<file path="config.mk">
export PLATFORM = sky130hd
export DESIGN_NAME = usb_config_descriptor_scan
export DESIGN_NICKNAME = d
export VERILOG_FILES = /design/src/rtl/ucds_pkg.sv /design/src/rtl/usb_config_descriptor_scan.sv
export SDC_FILE = /design/constraint.sdc
export NUM_CORES = 1
export LEC_CHECK = 0
export ABC_AREA = 1
export BUFFER_PORTS_ARGS = -buffer_cell sky130_fd_sc_hd__clkbuf_2
export CORE_MARGIN = 1
export CORE_UTILIZATION = 60
export CTS_BUF_LIST = sky130_fd_sc_hd__clkbuf_4 sky130_fd_sc_hd__clkbuf_8
export CTS_CLUSTER_DIAMETER = 200
export DETAILED_ROUTE_END_ITERATION = 10
export GPL_TIMING_DRIVEN = 0
export PLACE_DENSITY = 0.8
export SLEW_MARGIN = 15
export SYNTH_ARGS = -nofsm -noshare
export SYNTH_HDL_FRONTEND = slang
export SYNTH_SLANG_ARGS = --single-unit
</file>
<file path="constraint.sdc">
create_clock -name clock -period 9.9 [get_ports clock]
set_clock_uncertainty 0.15 [all_clocks]
set_input_delay 0.99 -clock clock [delete_from_list [all_inputs] [get_ports clock]]
set_output_delay 0.99 -clock clock [all_outputs]
set_load 0.02 [all_outputs]
</file>
<file path="src/rtl/ucds_pkg.sv">
// Types and constants shared by the configuration descriptor scanner.
package ucds_pkg;

   typedef struct packed {
      logic [7:0] data_byte;
      logic       last_byte;
   } ucds_req_type;

   typedef struct packed {
      logic [1:0]  scan_status;
      logic [7:0]  interface_number;
      logic [7:0]  endpoint_address;
      logic [6:0]  packet_size;
      logic [15:0] report_length;
   } ucds_rsp_type;

   localparam logic [1:0] StatusFound       = 2'd0;
   localparam logic [1:0] StatusMalformed   = 2'd1;
   localparam logic [1:0] StatusUnsupported = 2'd2;

   localparam logic [1:0] ModeGamepad  = 2'd0;
   localparam logic [1:0] ModeXinput   = 2'd1;
   localparam logic [1:0] ModeKeyboard = 2'd2;

   localparam logic [7:0] DescInterface = 8'h04;
   localparam logic [7:0] DescEndpoint  = 8'h05;
   localparam logic [7:0] DescHid       = 8'h21;
   localparam logic [7:0] DescReport    = 8'h22;

   localparam logic [7:0] ClassHid       = 8'h03;
   localparam logic [7:0] ClassVendor    = 8'hff;
   localparam logic [7:0] SubclassXinput = 8'h5d;
   localparam logic [7:0] SubclassBoot   = 8'h01;
   localparam logic [7:0] ProtocolNone   = 8'h00;
   localparam logic [7:0] ProtocolOne    = 8'h01;

   localparam logic [7:0] IfaceMinLength = 8'd9;
   localparam logic [7:0] EpMinLength    = 8'd7;
   localparam logic [7:0] DescMinLength  = 8'd2;

endpackage

</file>
<file path="src/rtl/usb_config_descriptor_scan.sv">
// Top level of the streaming USB configuration descriptor scanner.
//
// Usage: a configuration descriptor enters on the req_ channel one byte per
// request, with last_byte set on the final byte. The scanner reads the total
// length from bytes 2-3, walks the chained descriptors, and picks the
// interface, interrupt IN endpoint and (gamepad mode) report length for the
// class set by csr_wr_data (written with csr_wr_en while the scanner is idle).
// Only the request carrying last_byte produces a response on the rsp_
// channel: status plus the found fields, zero unless the status is found.
// The response is registered: it is valid in the cycle after the last byte is taken.
// Throughput: one byte per cycle; each byte is a single state update between
// the scan registers and the response register.
// The response register holds a finished result while the next descriptor's
// bytes are already accepted; req_ready drops only for a last byte while
// that register is full and rsp_ready is low.
// Reset (synchronous): clears scan state, the response valid and the mode
// (gamepad). After each last byte the scan state returns to its reset value.
module usb_config_descriptor_scan #(
   parameter int MAX_PACKET        = 64,
   parameter int MAX_REPORT_LENGTH = 1024
) (
   input  logic                   clock,
   input  logic                   reset,
   input  logic                   req_valid,
   output logic                   req_ready,
   input  ucds_pkg::ucds_req_type req_data,
   output logic                   rsp_valid,
   input  logic                   rsp_ready,
   output ucds_pkg::ucds_rsp_type rsp_data,
   input  logic                   csr_wr_en,
   input  logic [1:0]             csr_wr_data
);
   import ucds_pkg::*;

   localparam logic [15:0] MaxPacketW = 16'(MAX_PACKET);
   localparam logic [15:0] MaxReportW = 16'(MAX_REPORT_LENGTH);

   logic [1:0]   mode_ff;
   logic [15:0]  pos_ff, pos_in;
   logic [15:0]  total_ff, total_in;
   logic [7:0]   dlen_ff, dlen_in;
   logic [7:0]   dtype_ff, dtype_in;
   logic [7:0]   doff_ff, doff_in;
   logic [7:0]   cap_ff [8];
   logic [7:0]   cap_in [8];
   logic         cand_ff, cand_in;
   logic         stop_ff, stop_in;
   logic         err_ff, err_in;
   logic [7:0]   fif_ff, fif_in;
   logic [7:0]   fep_ff, fep_in;
   logic [6:0]   fpkt_ff, fpkt_in;
   logic [15:0]  frep_ff, frep_in;
   logic [7:0]   head_ff, head_in;
   logic [1:0]   phase_ff, phase_in;
   logic [7:0]   group_ff, group_in;
   logic         rsp_valid_ff, rsp_valid_in;
   ucds_rsp_type rsp_ff, rsp_in;

   logic         req_fire;
   logic [7:0]   b;
   logic [15:0]  total_eff;
   logic         check_en;
   logic         go;
   logic [7:0]   n;
   logic [7:0]   typ;
   logic         match;
   logic [15:0]  ep_size;
   logic         short_input;
   logic         ok;
   logic [1:0]   status;

   assign req_ready = !rsp_valid_ff || rsp_ready || !req_data.last_byte;
   assign req_fire  = req_valid && req_ready;
   assign rsp_valid = rsp_valid_ff;
   assign rsp_data  = rsp_ff;
   assign b         = req_data.data_byte;

   always_comb begin
      pos_in       = pos_ff;
      total_in     = total_ff;
      dlen_in      = dlen_ff;
      dtype_in     = dtype_ff;
      doff_in      = doff_ff;
      cap_in       = cap_ff;
      cand_in      = cand_ff;
      stop_in      = stop_ff;
      err_in       = err_ff;
      fif_in       = fif_ff;
      fep_in       = fep_ff;
      fpkt_in      = fpkt_ff;
      frep_in      = frep_ff;
      head_in      = head_ff;
      phase_in     = phase_ff;
      group_in     = group_ff;
      rsp_in       = rsp_ff;
      rsp_valid_in = rsp_valid_ff && !rsp_ready;
      go           = 1'b0;
      match        = 1'b0;
      short_input  = 1'b0;
      ok           = 1'b0;
      status       = StatusMalformed;
      ep_size      = {b, cap_ff[4]};
      n            = (doff_ff == 8'd0) ? b : dlen_ff;
      typ          = (doff_ff == 8'd1) ? b : dtype_ff;
      check_en     = pos_ff >= 16'd3;

      if (pos_ff == 16'd2) begin
         total_eff = {8'd0, b};
      end else if (pos_ff == 16'd3) begin
         total_eff = {b, total_ff[7:0]};
      end else begin
         total_eff = total_ff;
      end

      if (req_fire) begin
         total_in = total_eff;
         if (pos_ff == 16'd0) begin
            head_in = b;
         end

         // descriptor walk; bytes 0-2 are walked with the length checks held back
         if (!stop_ff && !err_ff) begin
            go = 1'b1;
            if (doff_ff == 8'd0) begin
               if (check_en && ({1'b0, pos_ff} + 17'd2 > {1'b0, total_eff})) begin
                  stop_in = 1'b1;
                  go      = 1'b0;
               end else begin
                  dlen_in = b;
                  if (check_en && (b < DescMinLength ||
                                   {8'd0, b} > total_eff - pos_ff)) begin
                     err_in = 1'b1;
                     go     = 1'b0;
                  end
               end
            end
            if (go && doff_ff < 8'd8) begin
               cap_in[doff_ff[2:0]] = b;
            end
            if (go && doff_ff == 8'd1) begin
               dtype_in = b;
               if (b == DescInterface && n >= IfaceMinLength && fep_ff != 8'd0 &&
                   (mode_ff inside {ModeXinput, ModeKeyboard} || frep_ff != 16'd0)) begin
                  stop_in = 1'b1;
                  go      = 1'b0;
               end
            end
            if (go) begin
               if (typ == DescInterface && n >= IfaceMinLength && doff_ff == 8'd7) begin
                  case (mode_ff)
                     ModeGamepad:  match = cap_ff[3] == 8'd0 && cap_ff[5] == ClassHid &&
                                           b == ProtocolNone;
                     ModeXinput:   match = cap_ff[3] == 8'd0 && cap_ff[5] == ClassVendor &&
                                           cap_ff[6] == SubclassXinput && b == ProtocolOne;
                     ModeKeyboard: match = cap_ff[5] == ClassHid &&
                                           cap_ff[6] == SubclassBoot && b == ProtocolOne;
                     default:      match = 1'b0;
                  endcase
                  cand_in = match;
                  if (match) begin
                     fif_in = cap_ff[2];
                     if (mode_ff != ModeKeyboard) begin
                        fep_in  = 8'd0;
                        fpkt_in = 7'd0;
                        frep_in = 16'd0;
                     end
                  end
               end else if (cand_ff && mode_ff == ModeGamepad && typ == DescHid &&
                            n >= IfaceMinLength && doff_ff >= 8'd6) begin
                  case (phase_ff)
                     2'd0: cap_in[6] = b;
                     2'd1: cap_in[7] = b;
                     default: begin
                        if (group_ff < cap_ff[5] && cap_ff[6] == DescReport) begin
                           frep_in = {b, cap_ff[7]};
                        end
                     end
                  endcase
               end else if (cand_ff && typ == DescEndpoint && n >= EpMinLength &&
                            doff_ff == 8'd5) begin
                  if (cap_ff[2][7] && cap_ff[3][1:0] == 2'b11 &&
                      ep_size != 16'd0 && ep_size <= MaxPacketW) begin
                     fep_in  = cap_ff[2];
                     fpkt_in = ep_size[6:0];
                  end
               end

               if ({1'b0, doff_ff} + 9'd1 >= {1'b0, n}) begin
                  doff_in  = 8'd0;
                  phase_in = 2'd0;
                  group_in = 8'd0;
               end else begin
                  doff_in = doff_ff + 8'd1;
                  if (doff_ff <= 8'd5) begin
                     phase_in = 2'd0;
                     group_in = 8'd0;
                  end else if (phase_ff == 2'd2) begin
                     phase_in = 2'd0;
                     group_in = group_ff + 8'd1;
                  end else begin
                     phase_in = phase_ff + 2'd1;
                  end
               end
            end
         end

         // held-back checks for descriptors starting at bytes 0 and 2
         if (pos_ff == 16'd3) begin
            if (total_eff < 16'd2) begin
               stop_in = 1'b1;
               err_in  = 1'b0;
            end else if (head_ff < DescMinLength || {8'd0, head_ff} > total_eff) begin
               stop_in = 1'b0;
               err_in  = 1'b1;
            end else if (head_ff == DescMinLength) begin
               if (total_eff < 16'd4) begin
                  stop_in = 1'b1;
                  err_in  = 1'b0;
               end else if (total_ff[7:0] < DescMinLength ||
                            {8'd0, total_ff[7:0]} > total_eff - 16'd2) begin
                  stop_in = 1'b0;
                  err_in  = 1'b1;
               end
            end
         end

         if (pos_ff != 16'hffff) begin
            pos_in = pos_ff + 16'd1;
         end

         if (req_data.last_byte) begin
            short_input = pos_ff < 16'd3 || ({1'b0, pos_ff} + 17'd1 < {1'b0, total_eff});
            ok = fep_in != 8'd0 && mode_ff <= ModeKeyboard;
            if (mode_ff == ModeGamepad) begin
               ok = ok && frep_in != 16'd0 && frep_in <= MaxReportW;
            end
            if (err_in || short_input) begin
               status = StatusMalformed;
            end else if (ok) begin
               status = StatusFound;
            end else begin
               status = StatusUnsupported;
            end
            rsp_in.scan_status = status;
            if (status == StatusFound) begin
               rsp_in.interface_number = fif_in;
               rsp_in.endpoint_address = fep_in;
               rsp_in.packet_size      = fpkt_in;
               rsp_in.report_length    = (mode_ff == ModeGamepad) ? frep_in : 16'd0;
            end else begin
               rsp_in.interface_number = 8'd0;
               rsp_in.endpoint_address = 8'd0;
               rsp_in.packet_size      = 7'd0;
               rsp_in.report_length    = 16'd0;
            end
            rsp_valid_in = 1'b1;

            pos_in   = 16'd0;
            total_in = 16'd0;
            dlen_in  = 8'd0;
            dtype_in = 8'd0;
            doff_in  = 8'd0;
            cand_in  = 1'b0;
            stop_in  = 1'b0;
            err_in   = 1'b0;
            fif_in   = 8'd0;
            fep_in   = 8'd0;
            fpkt_in  = 7'd0;
            frep_in  = 16'd0;
            head_in  = 8'd0;
            phase_in = 2'd0;
            group_in = 8'd0;
         end
      end
   end

   always_ff @(posedge clock) begin
      if (reset) begin
         mode_ff      <= ModeGamepad;
         pos_ff       <= 16'd0;
         total_ff     <= 16'd0;
         dlen_ff      <= 8'd0;
         dtype_ff     <= 8'd0;
         doff_ff      <= 8'd0;
         cand_ff      <= 1'b0;
         stop_ff      <= 1'b0;
         err_ff       <= 1'b0;
         fif_ff       <= 8'd0;
         fep_ff       <= 8'd0;
         fpkt_ff      <= 7'd0;
         frep_ff      <= 16'd0;
         head_ff      <= 8'd0;
         phase_ff     <= 2'd0;
         group_ff     <= 8'd0;
         rsp_valid_ff <= 1'b0;
      end else begin
         if (csr_wr_en) begin
            mode_ff <= csr_wr_data;
         end
         pos_ff       <= pos_in;
         total_ff     <= total_in;
         dlen_ff      <= dlen_in;
         dtype_ff     <= dtype_in;
         doff_ff      <= doff_in;
         cand_ff      <= cand_in;
         stop_ff      <= stop_in;
         err_ff       <= err_in;
         fif_ff       <= fif_in;
         fep_ff       <= fep_in;
         fpkt_ff      <= fpkt_in;
         frep_ff      <= frep_in;
         head_ff      <= head_in;
         phase_ff     <= phase_in;
         group_ff     <= group_in;
         rsp_valid_ff <= rsp_valid_in;
      end
   end

   always_ff @(posedge clock) begin
      cap_ff <= cap_in;
      rsp_ff <= rsp_in;
   end

   a_last_gives_rsp: assert property (@(posedge clock) disable iff (reset)
      (req_valid && req_ready && req_data.last_byte) |=> rsp_valid)
      else $error("last byte produced no response");

   a_last_clears_scan: assert property (@(posedge clock) disable iff (reset)
      (req_valid && req_ready && req_data.last_byte) |=>
         (pos_ff == 16'd0 && !stop_ff && !err_ff && fep_ff == 8'd0))
      else $error("scan state not cleared after last byte");

   a_fail_fields_zero: assert property (@(posedge clock) disable iff (reset)
      (rsp_valid && rsp_data.scan_status != StatusFound) |->
         (rsp_data.interface_number == 8'd0 && rsp_data.endpoint_address == 8'd0 &&
          rsp_data.packet_size == 7'd0 && rsp_data.report_length == 16'd0))
      else $error("failed scan reports nonzero fields");

   a_stop_err_exclusive: assert property (@(posedge clock) disable iff (reset)
      !(stop_ff && err_ff))
      else $error("walk both stopped and in error");

endmodule
</file>
Word level (Yosys, flattened, before mapping):

Index checks and enable logic that the tools add are counted.

* input bits: 16
* output and inout bits: 43
* register bits: 224
* memory bits (writable): 0
* bits in latches: 0
* logic and storage cells: 294
* bits in read-only memories: 0
* memories kept: 0

* div/mod/pow operators: 0
* muxes and demuxes: 126
* shifts and indexed selects: 0
* reductions and logical operators: 80
* bitwise operators: 1
* equal/unequal tests: 24
* add/subtract/negate cells: 9
* $lt $le $gt $ge: 24
* multipliers: 0

Operators by type and width (count)
* 2-to-1 mux 8 bit: 39
* 2-to-1 mux 16 bit: 19
* bitwise mux 64 bit: 1
* 2-to-1 mux 7 bit: 9
* greater-than comparator 8 x 16 -> 1 bit: 3
* nonzero test 16 bit: 3
* 2-to-1 mux 1 bit: 46
* == test 8 x 3 -> 1 bit, second input constant: 5
* logical AND 1 bit: 34
* == test 16 x 2 -> 1 bit, second input constant: 2
* less-than comparator 16 x 2 -> 1 bit, second input constant: 2
* demux 8 bit (select 3 bit): 1
* == test 8 x 1 -> 1 bit, second input constant: 3
* zero test 8 bit: 3
* less-than comparator 8 x 2 -> 1 bit, second input constant: 3
* 2-to-1 mux 2 bit: 10
* adder 16 x 1 -> 17 bit, second input constant: 1
* adder 16 x 2 -> 17 bit, second input constant: 1
* greater-than comparator 17 x 16 -> 1 bit: 1
* less-than comparator 17 x 16 -> 1 bit: 1
* adder 16 x 1 -> 16 bit, second input constant: 1
* adder 8 x 1 -> 8 bit, second input constant: 2
* == test 8 x 2 -> 1 bit, second input constant: 2
* == test 8 x 6 -> 1 bit, second input constant: 2
* other kinds (36): 70

Longest topological paths before layout:

Gate-level depths: netlist of run 1.

* word-level depth: 37
* mapped depth: 41
* depth with buffers taken out: 39

Worst setup path after synthesis of run 1:

OpenSTA, ideal clock, no wires.

* path kind: register to register
* start point: reg pos_ff[0]
* end point: reg cap_ff[16] in the netlist's numbering, enable pin
* data required time: 9.355 ns
* setup time: 0.395 ns
* period minus slack after synthesis: 5.828 ns
* path buffers: 2
* arrival time: 5.283 ns
* path slack: 4.072 ns
* stages on the path, launching flop included: 32
* cell sequence: dfxtp_1 > clkbuf_1 > inv_1 > ha_1 > nand2_1 > nor2_1 > nand2_2 > inv_2 > buf_4 > a21oi_1 > inv_1 > fa_1 > o31ai_1 > a21o_1 > a21oi_1 > xor2_1 > ha_1 > nand2_1 > nor2_1 > a211oi_1 > a22oi_1 > nand3_1 > nor2_1 > nand3_1 > nor2_1 > nand3_1 > nand2_1 > nand2_1 > nand2_1 > a21oi_1 > nand2_1 > nor4_1

* longest elaborated chain between the ends: 14
* elaborated cells on any way between the ends: 19
* those cells by class: 2 x add/sub; 3 x order compare; 2 x eq/ne; 7 x mux; 5 x reduce/logical

Ends and longest elaborated chain
* from (decl): line usb_config_descriptor_scan.sv:39 `logic [15:0] pos_ff, pos_in;`
* from (signal assigned): line usb_config_descriptor_scan.sv:300 `pos_ff <= pos_in;`
* == test 16 x 2 -> 1 bit: line usb_config_descriptor_scan.sv:109 `end else if (pos_ff == 16'd3) begin`
* 2-to-1 mux 16 bit: line usb_config_descriptor_scan.sv:109
* 2-to-1 mux 16 bit: line usb_config_descriptor_scan.sv:107 `if (pos_ff == 16'd2) begin`
* subtractor 16 bit: line usb_config_descriptor_scan.sv:131 `{8'd0, b} > total_eff - pos_ff)) begin`
* greater-than comparator 8 x 16 -> 1 bit: line usb_config_descriptor_scan.sv:131
* logical OR 1 bit: line usb_config_descriptor_scan.sv:130 `if (check_en && (b < DescMinLength ||`
* logical AND 1 bit: line usb_config_descriptor_scan.sv:130
* 2-to-1 mux 1 bit: line usb_config_descriptor_scan.sv:130
* 2-to-1 mux 1 bit *: line usb_config_descriptor_scan.sv:125 `if (check_en && ({1'b0, pos_ff} + 17'd2 > {1'b0, total_eff})) begin`
* 2-to-1 mux 1 bit *: line usb_config_descriptor_scan.sv:124 `if (doff_ff == 8'd0) begin`
* 2-to-1 mux 1 bit *: line usb_config_descriptor_scan.sv:122 `if (!stop_ff && !err_ff) begin`
* 2-to-1 mux 1 bit *: line usb_config_descriptor_scan.sv:115 `if (req_fire) begin`
* logical AND 1 bit *: line usb_config_descriptor_scan.sv:137 `if (go && doff_ff < 8'd8) begin`
* AND reduction 3 bit (no line) *
* to (signal assigned): line usb_config_descriptor_scan.sv:320 `cap_ff <= cap_in;`
* to (decl): line usb_config_descriptor_scan.sv:44 `logic [7:0] cap_ff [8];`

Mark *: on every way between the ends. The rest lies on a longest branch, timed or not. The select of a mux whose other input is x is not followed.
A chain may end at the register's enable or synchronous reset.

Final worst setup path of run 1:

* start point: reg pos_ff[0]
* end point: reg cap_ff[7] in the netlist's numbering (data pin)

* longest elaborated chain between the ends: 18
* elaborated cells on any way between the ends: 28
* those cells by class: 2 x add/sub; 3 x order compare; 2 x eq/ne; 16 x mux; 5 x reduce/logical

Ends and longest elaborated chain
* == test 16 x 2 -> 1 bit: line usb_config_descriptor_scan.sv:109
* 2-to-1 mux 16 bit: line usb_config_descriptor_scan.sv:109
* 2-to-1 mux 16 bit: line usb_config_descriptor_scan.sv:107
* subtractor 16 bit: line usb_config_descriptor_scan.sv:131
* greater-than comparator 8 x 16 -> 1 bit: line usb_config_descriptor_scan.sv:131
* logical OR 1 bit: line usb_config_descriptor_scan.sv:130
* logical AND 1 bit: line usb_config_descriptor_scan.sv:130
* 2-to-1 mux 1 bit: line usb_config_descriptor_scan.sv:130
* (+2 left out)
* 2-to-1 mux 1 bit *: line usb_config_descriptor_scan.sv:122
* 2-to-1 mux 1 bit *: line usb_config_descriptor_scan.sv:115
* logical AND 1 bit: line usb_config_descriptor_scan.sv:137
* 2-to-1 mux 16 bit: line usb_config_descriptor_scan.sv:137
* 2-to-1 mux 8 bit: line usb_config_descriptor_scan.sv:170 `case (phase_ff)`
* 2-to-1 mux 16 bit: line usb_config_descriptor_scan.sv:168 `end else if (cand_ff && mode_ff == ModeGamepad && typ == DescHid &&`
* 2-to-1 mux 16 bit: line usb_config_descriptor_scan.sv:149 `if (typ == DescInterface && n >= IfaceMinLength && doff_ff == 8'd7) begin`
* 2-to-1 mux 16 bit *: line usb_config_descriptor_scan.sv:148 `if (go) begin`

Marks and branches as above.

==> impl_metrics.env, run 1 <==
export IMPL_io_buffers=57
export IMPL_routed_wl_um=39300
export IMPL_clock_sinks=208
export IMPL_powerDensity_nw_per_um2=145
export IMPL_crit_type="reg -> reg"
export IMPL_grt_pass1_wl_um=62900
export IMPL_yosysMostFrequentCell="nand2_1"
export IMPL_fp_dieW_um=153
export IMPL_drc_errors=5
export IMPL_cts_htree_levels=2
export IMPL_postCtsSetupRepairBufs=0
export IMPL_dr_wl_met2_um=17700
export IMPL_timing_final_max_slew_violations=0
export IMPL_postRouteAntennaNets=0
export IMPL_coreArea_um2=22100
export IMPL_firstDrtPassIters=10
export IMPL_rows=54
export IMPL_synth_top_cell_by_area="edfxtp_1"
export IMPL_grt_pass1_vias=11985
export IMPL_hpwlAfterDp_um=29700
export IMPL_multiInputGateArea_um2=7460
export IMPL_cp_arrival_ns=7.13
export IMPL_clock_path_buffers=3
export IMPL_gr_total_overflow=0
export IMPL_cts_buffers=38
export IMPL_yosysWarningCount=0
export IMPL_antenna_found_initial=0
export IMPL_hold_buffers=0
export IMPL_setup_viol=0
export IMPL_power_leakage_uw=0.00645
export IMPL_wl_per_cell_um=17.3
export IMPL_met1Wirelength_um=16300
export IMPL_vias_per_cell=5.81
export IMPL_worst_path_most_repeated_cell="nand2_1"
export IMPL_synth_top_area_share=0.196
export IMPL_synth_seq_cells=208
export IMPL_regToRegSetupSlack_ns=2.89
export IMPL_worst_ep_required_time_ns=10.02
export IMPL_die_height_um=153
export IMPL_synth_enable_flop_cells=89
export IMPL_ioPinCount=59
export IMPL_post_cts_resized=0
export IMPL_place_congestion=0.957
export IMPL_hp_class="reg -> reg"
export IMPL_synthFlopType="dfxtp_1"
export IMPL_syn_area_um2=13600
export IMPL_drive_gt1_frac=0.120
export IMPL_ir_drop_mv=0.0970
export IMPL_violations="DRC"
export IMPL_tightestPinTransition_ns=1.05
export IMPL_synthesis_instances=1863
export IMPL_wl_met3_um=3620
export IMPL_clockRootBuffer="clkbuf_8"
export IMPL_crit_path_end_kind="flop"
export IMPL_drt_initial_drc_count=1353
export IMPL_hold_viol_final=0
export IMPL_register_area_um2=5050
export IMPL_ys_seq_area_frac=0.370
export IMPL_diodes=0
export IMPL_clk_pin_slew_ns=0.06
export IMPL_fillers=1939
export IMPL_start_util=0.618
export IMPL_outcome="finished, violations left"
export IMPL_synth_cell_types=62
export IMPL_tns_ns=0
export IMPL_synth_top_cells_by_count="nand2_1 (472), inv_1 (216), nor2_1 (163), a21oi_1 (158), dfxtp_1 (119)"
export IMPL_period_needed_ns=7.01
export IMPL_startpoint_type="flop"
export IMPL_async_flop_share=0
export IMPL_dieArea_um2=23400
export IMPL_finalCritPeriodShare=0.708
export IMPL_syn_to_final_growth_pct=11.5
export IMPL_crit_fanout=10
export IMPL_cp_slowest_cell="o31ai_1"
export IMPL_slew_headroom=0.295
export IMPL_final_util=0.689
export IMPL_grtUsageTotal=0.338
export IMPL_yosys_top_cells_area="edfxtp_1 (20%), dfxtp_1 (17%), nand2_1 (13%)"
export IMPL_syn_area_per_cell_um2=7.33
export IMPL_grt_setup_unrepaired="no"
export IMPL_clock_latency_ns=0.54
export IMPL_tritoncts="built"
export IMPL_max_stage_delay_ns=0.53
export IMPL_grt_max_degree=42
export IMPL_fin_nets=2080
export IMPL_fmax_ghz=0.143
export IMPL_num_vias=13233
export IMPL_topRoutingLayerUsed="met4"
export IMPL_cap_violations=0
-- critical path, delay by kind of cell, from the launching register on --
kind | cells | cell delay, ns
AOI/OAI and AO/OA | 9 | 2.25
xor gates and xnor gates | 1 | 0.16
adders and majority gates | 3 | 1.05
buffers and inverters | 6 | 1.61
DFF | 1 | 0.38
and+or+nand+nor | 14 | 1.14
-- final cells by class --
class	count	share of cell area
plain buffers	60	0.0196
clock buffers	62	0.0499
clock inverters	8	0.00649
inverters	233	0.0575
multi-input cells	1366	0.490
flip-flops and latches	208	0.332
well taps	280	0.0230
repair buffers	60	0.0213
-- where the power goes --
part	total (µW)	internal, µW	switching (µW)	leakage [µW]
combinational	363	113	251	0.00420
clock	917	540	377	0.000449
sequential	932	917	15.2	0.00180
-- cells in the final DEF (no fill, tap or decap), drive strengths merged, types with 2 or more instances in the layout --
cell type	instances
a21o	4
nand2	488
nand3	88
a21oi	159
edfxtp	89
o31ai	6
nand4	28
o211ai	5
a31oi	5
conb	5
inv	232
dfxtp	119
o22ai	5
mux2i	6
nor3b	8
clkinvlp	2
nor4	23
buf	25
bufinv	2
o311ai	3
o32ai	11
ha	96
nor2	200
xnor2	4
clkbuf	157
a211oi	11
and3	3
clkinv	5
nor3	34
xor2	37
a2bb2oi	8
o21ai	116
-- metrics by stage --
stage,power [µW],instances,cell area (µm²),worst slack (ns),hold WS (ns)
final,2210,2277,15200,2.89,0.315
after global routing,2300,2277,15200,2.31,0.333
after CTS,2210,2277,15200,2.74,0.317
after detailed placement,1300,2207,14400,2.76,0.308
after global placement,1290,2204,14300,2.60,0.301
after floorplan,1200,1867,13700,4.07,0.291
-- registers in the layout (all words and copies together), names as in the netlist, 7 cells and up --
signal	count
fep_ff	8
dtype_ff	8
total_ff	16
cap_ff	48
frep_ff	16
fpkt_ff	7
head_ff	8
doff_ff	8
rsp_data	41
dlen_ff	8
pos_ff	16
group_ff	8
fif_ff	8
-- kinds of logic (layout without fill, tap and decap cells) --
| group | Yosys count | count (layout) | share of synthesized area |
|---|---|---|---|
| AND/OR/NAND/NOR | 877 | 877 | 0.282 |
| AO/OA/AOI/OAI | 340 | 340 | 0.141 |
| buffers and inverters | 293 | 423 | 0.0859 |
| flip-flops | 208 | 208 | 0.370 |
| adder cells (fa/ha/maj) | 97 | 97 | 0.0895 |
| XOR/XNOR | 41 | 41 | 0.0263 |
| multiplexers | 6 | 6 | 0.00440 |
| other | 1 | 5 | 0.000275 |
-- final timing paths --
| check | startpoint | endpoint | cells past startpoint |
|---|---|---|---|
| max reg2reg | pos_ff[0]$_SDFFE_PP0P_ | cap_ff[7]$_DFFE_PP_ | 33 |
| min reg2reg | total_ff[0]$_SDFFE_PP0P_ | total_ff[0]$_SDFFE_PP0P_ | 2 |
| max | pos_ff[0]$_SDFFE_PP0P_ | cap_ff[7]$_DFFE_PP_ | 33 |
| min | total_ff[0]$_SDFFE_PP0P_ | total_ff[0]$_SDFFE_PP0P_ | 2 |
-- per-layer routing --
layer,global-route usage,vias to the layer above
li1,-,6423
met1,0.447,6067
met2,0.546,627
met3,0.0561,116
met4,0.150,0
met5,0,-
(Power assumes the default switching activity.)
==> inputs of run 2 (changes only) <==
ABC_AREA = 0   (was 1)
clock period = 6.9 ns   (was 9.9 ns; I/O delays follow)
==> run 2 against run 1 <==
  * The flow now finishes without violations
  * Die area is 4.9% lower
  * Worst setup slack lost 2.6 ns
  * Via count fell by 9.7%
  * Clock-buffer cell count down 12
  * Cell area is 3.9% lower
  * Critical endpoint is now cap_ff[37]$_DFFE_PP_
==> impl_metrics.env, run 2 <==
export IMPL_worstHoldStart="csr_wr_data[0]"
export IMPL_ys_seq_area_frac=0.390
export IMPL_fin_nets=1639
export IMPL_syn_to_final_growth_pct=12.8
export IMPL_hp_class="in -> reg"
export IMPL_drc_errors=0
export IMPL_tightestPinTransition_ns=1.07
export IMPL_routed_wl_um=39000
export IMPL_worst_ep_required_time_ns=7.02
export IMPL_drive_gt1_frac=0.135
export IMPL_synth_enable_flop_cells=89
export IMPL_r2r_start="pos_ff[1]$_SDFFE_PP0P_"
export IMPL_setup_viol=0
export IMPL_drt_initial_drc_count=1383
export IMPL_total_power_uw=2950
export IMPL_startpoint_type="flop"
export IMPL_synth_seq_cells=208
export IMPL_crit_path_start="pos_ff[1]$_SDFFE_PP0P_"
export IMPL_wl_per_cell_um=21.4
export IMPL_tns_ns=0
export IMPL_ir_drop_mv=0.109
export IMPL_postRouteAntennaNets=0
export IMPL_antenna_found_initial=0
export IMPL_crit_type="reg -> reg"
export IMPL_num_vias=11947
export IMPL_syn_area_per_cell_um2=9.17
export IMPL_async_flop_share=0
export IMPL_hold_viol_final=0
export IMPL_yosys_top_cells_area="edfxtp_1 (21%), dfxtp_1 (18%), ha_1 (9.3%)"
export IMPL_coreArea_um2=21100
export IMPL_crit_fanout=10
export IMPL_cts_htree_levels=2
export IMPL_io_buffers=57
export IMPL_slew_headroom=0.288
export IMPL_outcome="finished, final reports clean"
export IMPL_gr_total_overflow=0
export IMPL_dieArea_um2=22200
export IMPL_start_util=0.615
export IMPL_finalCritPeriodShare=0.963
export IMPL_die_height_um=149
export IMPL_synth_top_area_share=0.206
export IMPL_synth_top_cells_by_count="nor2_1 (156), dfxtp_1 (119), a22oi_1 (96), ha_1 (96), edfxtp_1 (89)"
export IMPL_grt_max_degree=42
export IMPL_grtUsageTotal=0.357
export IMPL_period_needed_ns=6.64
export IMPL_timing_final_max_slew_violations=0
export IMPL_place_congestion=0.975
export IMPL_firstDrtPassIters=7
export IMPL_yosysWarningCount=0
export IMPL_power_leakage_uw=0.00564
export IMPL_grt_setup_unrepaired="no"
export IMPL_fp_dieW_um=149
export IMPL_synth_cell_types=85
export IMPL_hold_depth=3
export IMPL_synthFlopType="dfxtp_1"
export IMPL_yosysMostFrequentCell="nor2_1"
export IMPL_grt_pass1_wl_um=61100
export IMPL_layout_common_cells="nor2_1 (156), dfxtp_1 (119), a22oi_1 (96), ha_1 (96), edfxtp_1 (89)"
export IMPL_crit_path_end_kind="flop"
export IMPL_dp_cells=1754
export IMPL_hold_buffers=0
export IMPL_clockRootBuffer="clkbuf_8"
export IMPL_cts_buffers=38
export IMPL_synthesis_instances=1415
export IMPL_vias_per_cell=6.54
export IMPL_synth_top_cell_by_area="edfxtp_1"
export IMPL_syn_area_um2=13000
export IMPL_clock_sinks=208
export IMPL_diodes=0
export IMPL_hpwlAfterDp_um=28600
export IMPL_ioPinCount=59
export IMPL_top_register="cap_ff"
export IMPL_grt_pass1_vias=11103
export IMPL_final_common_cell="nor2_1"
export IMPL_largest_reg_flops=48
export IMPL_cp_arrival_ns=6.76
export IMPL_cap_violations=0
export IMPL_tritoncts="built"
export IMPL_clock_path_buffers=3
export IMPL_instances_no_fill=1828
export IMPL_rr_worst_depth=19
export IMPL_clk_pin_slew_ns=0.06
export IMPL_powerDensity_nw_per_um2=202
export IMPL_rows=53
export IMPL_fmax_ghz=0.151
export IMPL_clock_latency_ns=0.55
## run 2: area by class of cell
type / count / area, µm²
fillers: 1661 / 6450
multi-input cells: 1056 / 7440
plain buffers: 80 / 329
well taps: 275 / 344
repair buffers: 69 / 395
inverters: 73 / 274
clock buffers: 50 / 638
flip-flops and latches: 208 / 5050
clock inverters: 17 / 161
## run 2: through the flow
stage / cell area, µm² / util / setup slack [ns] / hold slack, ns
2_1_floorplan: 13000 / - / 0.569 / 0.292
3_3_place_gp: 13600 / 0.646 / -1.26 / 0.305
3_5_place_dp: 13700 / 0.648 / -1.03 / 0.307
4_1_cts: 14600 / 0.690 / 0.0700 / 0.248
5_1_grt: 14600 / 0.694 / 0.00922 / 0.273
6_report: 14600 / 0.694 / 0.257 / 0.258
## run 2: critical path, cell delays in order (launching register included)
cell       delay (ns)
dfxtp_1          0.55
ha_1             0.21
clkbuf_1         0.34
or3b_2           0.52
nor4_4           0.44
clkbuf_1         0.38
nand2_1          0.09
a21oi_1          0.39
ha_1             0.34
inv_1            0.24
or3_1            0.16
o32ai_1          0.12
or4_1            0.54
o2bb2ai_1        0.16
or4_4            0.61
nor3_4           0.26
o31a_1           0.20
buf_2            0.25
nor2_1           0.07
and4_2           0.33
## run 2: final timing paths
kind                                                end  slack [ns]
worst max-delay path               cap_ff[37]$_DFFE_PP_        0.26
worst min-delay path            mode_ff[0]$_SDFFE_PP0P_        0.26
worst max register to register     cap_ff[37]$_DFFE_PP_        0.26
worst min register to register   fif_ff[6]$_SDFFE_PP0P_        0.33
## run 2: timing repair
item / in CTS / in global routing
cloned: 0 / 0
gates resized for setup: 15 / 10
pin swaps: 1 / 1
endpoints found under the setup margin: 95 / 76
buffers inserted: 2 / 7
## run 2: kinds of logic (layout without fill, tap and decap cells)
kind of cell,count (synthesis),count (layout),share of synthesized area
compound gates,326,326,0.176
other cells,1,5,0.000289
fa+ha+maj,99,99,0.0957
xor+xnor,52,52,0.0351
simple gates,522,522,0.214
flops,208,208,0.390
buf+inv,155,289,0.0467
mux,52,52,0.0421
## run 2: layer usage
layer  share of wire  global-route usage  wire length (µm)
met2            0.46               0.572             17800
met1            0.40               0.456             15400
met4           0.058               0.204              2280
met3           0.090              0.0599              3530
met5               0                   0                 0
## run 2: report_power, final
| group | leakage [µW] | internal, µW | switching [µW] | total, µW |
|---|---|---|---|---|
| Clock | 0.000425 | 719 | 534 | 1250 |
| Sequential | 0.00177 | 1310 | 18.7 | 1330 |
| Combinational | 0.00345 | 125 | 245 | 370 |
